`src/rtl/hierarchical_timer_wheel_assert.svh`:
```
// ----------------------------------------------------------------------------
// hierarchical_timer_wheel_assert
// Assertion macros for the timer wheel; empty when SYNTH is defined
// ----------------------------------------------------------------------------
`ifndef HIERARCHICAL_TIMER_WHEEL_ASSERT_SVH
`define HIERARCHICAL_TIMER_WHEEL_ASSERT_SVH

`ifndef SYNTH
// property must hold at every clock edge outside reset
`define HTW_ASSERT(lbl, prop) \
  lbl: assert property (@(posedge clk_i) disable iff (!rst_ni) prop) \
    else $error("timer wheel assertion failed");
// expression must never be true outside reset
`define HTW_NEVER(lbl, expr) \
  lbl: assert property (@(posedge clk_i) disable iff (!rst_ni) !(expr)) \
    else $error("timer wheel forbidden condition");
`else
`define HTW_ASSERT(lbl, prop)
`define HTW_NEVER(lbl, expr)
`endif

`endif

```
`src/rtl/htw_ram.sv`:
```
// ----------------------------------------------------------------------------
// htw_ram
// Generic single write port, single read port RAM with registered read
// ----------------------------------------------------------------------------
module htw_ram #(
  parameter int WIDTH = 8,
  parameter int DEPTH = 32,
  parameter int AW    = (DEPTH > 1) ? $clog2(DEPTH) : 1
) (
  input  logic             clk_i,
  input  logic             we_i,
  input  logic [AW-1:0]    waddr_i,
  input  logic [WIDTH-1:0] wdata_i,
  input  logic [AW-1:0]    raddr_i,
  output logic [WIDTH-1:0] rdata_o
);

  logic [WIDTH-1:0] mem_q [DEPTH];
  logic [WIDTH-1:0] rdata_q;

  // write port
  always_ff @(posedge clk_i) begin
    if (we_i) begin
      mem_q[waddr_i] <= wdata_i;
    end
  end

  // registered read port
  always_ff @(posedge clk_i) begin
    rdata_q <= mem_q[raddr_i];
  end

  assign rdata_o = rdata_q;

endmodule

```
`config.mk`:
```
export PLATFORM = sky130hd
export DESIGN_NAME = htw_ram
export DESIGN_NICKNAME = d
export VERILOG_FILES = /design/src/rtl/hierarchical_timer_wheel_assert.svh /design/src/rtl/htw_ram.sv
export SDC_FILE = /design/constraint.sdc
export NUM_CORES = 1
export LEC_CHECK = 0
export ABC_AREA = 1
export BUFFER_PORTS_ARGS = -buffer_cell sky130_fd_sc_hd__buf_2
export CORE_AREA = 4 4 138 140
export DETAILED_ROUTE_END_ITERATION = 7
export DIE_AREA = 0 0 142 144
export GPL_TIMING_DRIVEN = 0
export HOLD_SLACK_MARGIN = 0.08
export PLACE_DENSITY = 0.86
export SLEW_MARGIN = 10
export SYNTH_ARGS = -nofsm -noshare
export SYNTH_HDL_FRONTEND = slang
export SYNTH_SLANG_ARGS = --single-unit
export TNS_END_PERCENT = 100
```
`constraint.sdc`:
```
create_clock -name clk_i -period 3.86 [get_ports clk_i]
set_input_delay 0.579 -clock clk_i [delete_from_list [all_inputs] [get_ports clk_i]]
set_output_delay 0.579 -clock clk_i [all_outputs]
set_load 0.005 [all_outputs]
```
==> results of run 1 <==
[synth_stat cells]
master	instances
buf_1	2
buf_2	15
buf_4	4
buf_6	24
clkbuf_1	7
dfxtp_1	8
edfxtp_1	256
inv_1	8
inv_2	2
nand2_1	360
nand3_1	204
nor2_1	32
[critical path, stage by stage]
cell and delay [ns]:
buf_2 0.11, inv_1 0.06, nand3_1 0.34, nor2_1 0.88
[through the flow]
step                      util (%)  power (mW)
after floorplan                  -        3.49
after global placement        62.7        3.64
after detailed placement      62.7        3.65
after CTS                     67.5        6.14
after global routing          67.5        6.32
final                         67.5        6.15
[sequential cells by signal, indices dropped and copies added, names as in the netlist]
name,count
rdata_o,8
mem_q,256
[cell type report]
cell class | instances | area, µm² | area share [%]
multi-input combinational | 596 | 2490 | 20.7
timing repair buffer | 24 | 120 | 0.997
inverter | 10 | 37.5 | 0.312
clock inverter | 16 | 213 | 1.77
clock buffer | 29 | 641 | 5.32
sequential | 264 | 7850 | 65.1
tap | 229 | 287 | 2.38
buffer | 52 | 409 | 3.40
[layer usage]
| metal | part of all wire [%] | wire, µm |
|---|---|---|
| met4 | 3.0 | 763 |
| met2 | 47 | 11900 |
| met3 | 12 | 3170 |
| met1 | 38 | 9710 |
| met5 | 0.043 | 11 |
[power by group through the flow]
stage	registers [mW]	logic [mW]	clock network, mW
finish	3.20	0.409	2.54
global placement	3.25	0.386	0
floorplan	3.26	0.230	0
detailed placement	3.26	0.397	0
global route	3.20	0.443	2.68
CTS	3.20	0.400	2.55
[final timing paths]
kind,startpoint,cells past startpoint,slack [ns],end
worst max-delay path,waddr_i[0],4,2.01,mem_q[10][3]
worst min-delay path,raddr_i[3],5,0.53,rdata_o[3]
worst max register to register,mem_q[5][2],8,2.63,rdata_o[2]
worst min register to register,mem_q[18][2],8,0.84,rdata_o[2]
[logic make-up after synthesis]
group	share of synthesized area, %
buffers and inverters	4.14
flip-flops	72.8
AND/OR/NAND/NOR	23.1
==> flow_metrics.env, run 1 <==
export IMPL_status="finished clean"
export IMPL_use_met3_pct=4.73
export IMPL_ys_seq_elements=264
export IMPL_drt_total_wl_um=25600
export IMPL_clk_path_buf_depth=3
export IMPL_tightest_slew_ns=0.961
export IMPL_swShare_pct=21.4
export IMPL_routed_via_density=5.94
export IMPL_combPwrFrac_pct=6.7
export IMPL_core_area_mm2=0.0178
export IMPL_yosysUniqueCellTypes=12
export IMPL_dieArea_mm2=0.0204
export IMPL_final_common_cell="nand2_1"
export IMPL_cts_tree="built"
export IMPL_critical_path_class="input pin to flop"
export IMPL_final_cell_mix="nand2_1 (360), edfxtp_1 (256), nand3_1 (204)"
export IMPL_syn_area_mm2=0.0108
export IMPL_setup_viol=0
export IMPL_final_cells=1220
export IMPL_cts_setup_buffers=0
export IMPL_hp_class="input pin to flop"
export IMPL_place_ws_ns=1.55
export IMPL_peakVddDrop_uv=463
export IMPL_finClkSkew_ns=0.0304
export IMPL_setup_slack_ns=2.01
export IMPL_placed_cell_area_mm2=0.0112
export IMPL_final_nets=993
export IMPL_gr_max_usage_layer="met2"
export IMPL_drv_cap=0
export IMPL_detailroute_via_count=7252
export IMPL_drt_wirelength_per_cell_um=20.9
export IMPL_ant_nets=0
export IMPL_netSwitchingPower_mw=1.32
export IMPL_start_kind="input pin"
export IMPL_dp_hpwl_um=16400
export IMPL_grtUsageMet2_pct=40.4
export IMPL_timing_hold_ws_ns=0.527
export IMPL_nFillCells=1202
export IMPL_fin_crit_sh_pct=47.8
export IMPL_leakagePower_nw=4.52
export IMPL_start_util_pct=60.5
export IMPL_power_density_mw_per_mm2=510
export IMPL_seq_power_share_pct=52.0
export IMPL_port_buffers=24
export IMPL_cts_made_buffers=25
export IMPL_grt_overflow_total=0
export IMPL_dp_cells=1175
export IMPL_htreeDepth=1
export IMPL_cts_resized=0
export IMPL_grt_total_usage_pct=25.2
export IMPL_synthTopCellsByArea="edfxtp_1 (71%), nand2_1 (13%), nand3_1 (9.5%)"
export IMPL_area_delta_synth_final_pct=11.7
export IMPL_max_slew_margin_pct=35.7
export IMPL_final_hold_viol_count=0
export IMPL_synth_avg_cell_area_um2=11.7
export IMPL_synth_top_cell_area_share_pct=71.3
export IMPL_fp_dieW_um=142
export IMPL_clk_pin_slew_worst_paths_ns=0.06
export IMPL_grt_pass1_wl_um=38300
export IMPL_drc_errors=0
export IMPL_rsz0062_at_grt="no"
export IMPL_endpoint_kind="flop"
export IMPL_worstPathRequired_ns=4.00
export IMPL_drv_slew=0
export IMPL_dr_pass1_iters=5
export IMPL_cts_root_buf="clkbuf_16"
export IMPL_grt_use_met1_pct=35.6
export IMPL_ys_warn_count=0
export IMPL_ioPinCount=28
export IMPL_critPathArrivalTime_ns=1.99
export IMPL_synth_cells=922
export IMPL_cts_hold_buf=0
export IMPL_cts_sinks=264
export IMPL_place_gp_congestion=0.982
export IMPL_internal_power_mw=4.83
export IMPL_ys_seq_area_share_pct=72.8
export IMPL_clockPowerShare_pct=41.4
export IMPL_row_count=49
export IMPL_fin_area_mm2=0.0120
export IMPL_first_global_vias=6758
export IMPL_antenna_found_initial=1
export IMPL_yosysTopAreaCell="edfxtp_1"
export IMPL_grt_max_degree=33
export IMPL_clk_latency_ns=0.55
export IMPL_antenna_cells=0
export IMPL_critPathMaxFanout=8
export IMPL_period_needed_ns=1.85
export IMPL_fmax_mhz=542
export IMPL_tns_ns=0
export IMPL_synth_net_count=942
export IMPL_drt_iter0_markers=1018
export IMPL_fp_dieH_um=144
export IMPL_drive_gt1_share_pct=10.5
Power figures use the tool's default switching activity.
==> inputs of run 2 (changes only) <==
--- a/config.mk
+++ b/config.mk
@@ -7,12 +7,12 @@
 export LEC_CHECK = 0
 export ABC_AREA = 1
 export BUFFER_PORTS_ARGS = -buffer_cell sky130_fd_sc_hd__buf_2
-export CORE_AREA = 4 4 138 140
+export CORE_AREA = 4 4 144 146
 export DETAILED_ROUTE_END_ITERATION = 7
-export DIE_AREA = 0 0 142 144
+export DIE_AREA = 0 0 148 150
 export GPL_TIMING_DRIVEN = 0
 export HOLD_SLACK_MARGIN = 0.08
-export PLACE_DENSITY = 0.86
+export PLACE_DENSITY = 0.83
 export SLEW_MARGIN = 10
 export SYNTH_ARGS = -nofsm -noshare
 export SYNTH_HDL_FRONTEND = slang
==> constraint.sdc (replaced) <==
create_clock -name clk_i -period 1.65 [get_ports clk_i]
set_input_delay 0.2475 -clock clk_i [delete_from_list [all_inputs] [get_ports clk_i]]
set_output_delay 0.2475 -clock clk_i [all_outputs]
set_load 0.005 [all_outputs]
==> flow_metrics.env, run 2 (synthesis results as in run 1) <==
export IMPL_htreeDepth=1
export IMPL_max_slew_margin_pct=37.3
export IMPL_start_util_pct=55.6
export IMPL_final_cell_mix="nand2_1 (360), edfxtp_1 (256), nand3_1 (204)"
export IMPL_first_global_vias=6979
export IMPL_crit_family="simple AND/OR/NAND/NOR gates"
export IMPL_rsz0062_at_grt="no"
export IMPL_cts_root_buf="clkbuf_16"
export IMPL_reg2reg_to="rdata_o[3]"
export IMPL_fin_util_pct=62.4
export IMPL_cts_made_buffers=26
export IMPL_fp_dieW_um=148
export IMPL_crit_path_cell_trace="buf_2 -> inv_1 -> nand3_1 -> nor2_1"
export IMPL_grt_max_degree=33
export IMPL_dp_cells=1211
export IMPL_fin_crit_sh_pct=92.2
export IMPL_drv_slew=0
export IMPL_drc_errors=0
export IMPL_finClkSkew_ns=0.0114
export IMPL_grt_overflow_total=0
export IMPL_power_density_mw_per_mm2=1190
export IMPL_min_delay_start="raddr_i[4]"
export IMPL_fin_total_pwr_mw=14.4
export IMPL_clk_pin_slew_worst_paths_ns=0.06
export IMPL_nFillCells=1453
export IMPL_area_delta_synth_final_pct=12.3
export IMPL_holdPathEnd="rdata_o[4]"
export IMPL_multi_input_area_mm2=0.00249
export IMPL_port_buffers=24
export IMPL_drt_total_wl_um=26500
export IMPL_final_cells=1258
export IMPL_cpMaxStageDelayCell="nor2_1"
export IMPL_clk_path_buf_depth=3
export IMPL_dp_hpwl_um=17100
export IMPL_hold_depth=3
export IMPL_antenna_cells=0
export IMPL_grt_pass1_wl_um=40300
export IMPL_setup_viol=0
export IMPL_hp_class="input pin to flop"
export IMPL_regMostFlops="mem_q"
export IMPL_ant_nets=0
export IMPL_antenna_found_initial=1
export IMPL_start_kind="input pin"
export IMPL_dr_pass1_iters=6
export IMPL_status="finished clean"
export IMPL_critPathArrivalTime_ns=1.67
export IMPL_final_common_cell="nand2_1"
export IMPL_largest_reg_flops=256
export IMPL_r2r_cells=8
export IMPL_cts_sinks=264
export IMPL_cts_resized=0
export IMPL_final_hold_viol_count=0
export IMPL_fmax_mhz=657
export IMPL_routed_via_density=5.88
export IMPL_regArea_mm2=0.00785
export IMPL_ioPinCount=28
export IMPL_critPathMaxFanout=8
export IMPL_cts_hold_buf=0
export IMPL_drive_gt1_share_pct=10.9
export IMPL_period_needed_ns=1.52
export IMPL_cts_setup_buffers=0
export IMPL_final_nets=994
export IMPL_cpPeakStageDelay_ns=0.85
export IMPL_cts_tree="built"
export IMPL_dieArea_mm2=0.0222
export IMPL_core_area_mm2=0.0194
export IMPL_reg2reg_setup_slack_ns=0.41
export IMPL_place_gp_congestion=0.922
export IMPL_worstPathRequired_ns=1.80
export IMPL_row_count=51
export IMPL_drt_iter0_markers=1055
export IMPL_cp_num_buf_inv=2
export IMPL_critical_path_class="input pin to flop"
export IMPL_clk_latency_ns=0.53
export IMPL_drv_cap=0
export IMPL_peakVddDrop_uv=991
export IMPL_leakagePower_nw=4.53
export IMPL_drt_wirelength_per_cell_um=21.1
export IMPL_fp_dieH_um=150
export IMPL_tightest_slew_ns=0.937
export IMPL_rr_startpoint="mem_q[13][3]"
export IMPL_endpoint_kind="flop"
export IMPL_detailroute_via_count=7398
export IMPL_grt_total_usage_pct=24.1
## run 2: changes by cell type in the layout (fill, tap and decap cells not counted), sizes merged
| cell | delta |
|---|---|
| clkinv | +2 |
| bufinv | -1 |
| clkbuf | +1 |
| clkinvlp | +1 |
| inv | -1 |
## run 2: worst max path at each step
stage,start,endpoint,slack [ns],cells after the start
floorplan,waddr_i[0],mem_q[0][0],0.37,3
global route,waddr_i[0],mem_q[10][3],0.09,4
finish,waddr_i[0],mem_q[18][1],0.13,4
global placement,waddr_i[0],mem_q[10][0],-0.26,4
detailed placement,waddr_i[0],mem_q[10][6],-0.38,4
CTS,waddr_i[0],mem_q[10][2],0.14,4
## run 2: report_power, final
part	internal, mW	switching [mW]
sequential	7.45	0.0227
clock	3.60	2.40
combinational	0.274	0.698
total	11.3	3.12
## run 2: area by class of cell
cell class              instances  area share, %
plain buffers                  52           3.38
clock buffers                  30           5.67
clock inverters                17           1.53
inverters                      10          0.310
multi-input cells             596           20.6
flip-flops and latches        264           64.8
well taps                     265           2.74
repair buffers                 24          0.992
## run 2: per-layer routing
metal | GRT usage (%) | vias to the layer above | part of all wire (%)
li1 | - | 3316 | -
met2 | 40.2 | 541 | 48
met3 | 4.33 | 69 | 13
met5 | 0 | - | 0.049
met4 | 6.00 | 2 | 2.9
met1 | 33.2 | 3470 | 36
## run 2: worst min-delay path, stage by stage
cell	delay, ns
clkbuf_1	0.17
nand2_1	0.11
nand2_1	0.08
## run 2: through the flow
step / setup TNS, ns / hold WS [ns] / worst slack, ns / area, µm²
2_1_floorplan: 0 / 0.346 / 0.368 / 10800
3_3_place_gp: -37.65 / 0.626 / -0.260 / 11200
3_5_place_dp: -45.03 / 0.625 / -0.376 / 11200
4_1_cts: 0 / 0.126 / 0.143 / 12100
5_1_grt: 0 / 0.173 / 0.0871 / 12100
6_report: 0 / 0.135 / 0.129 / 12100
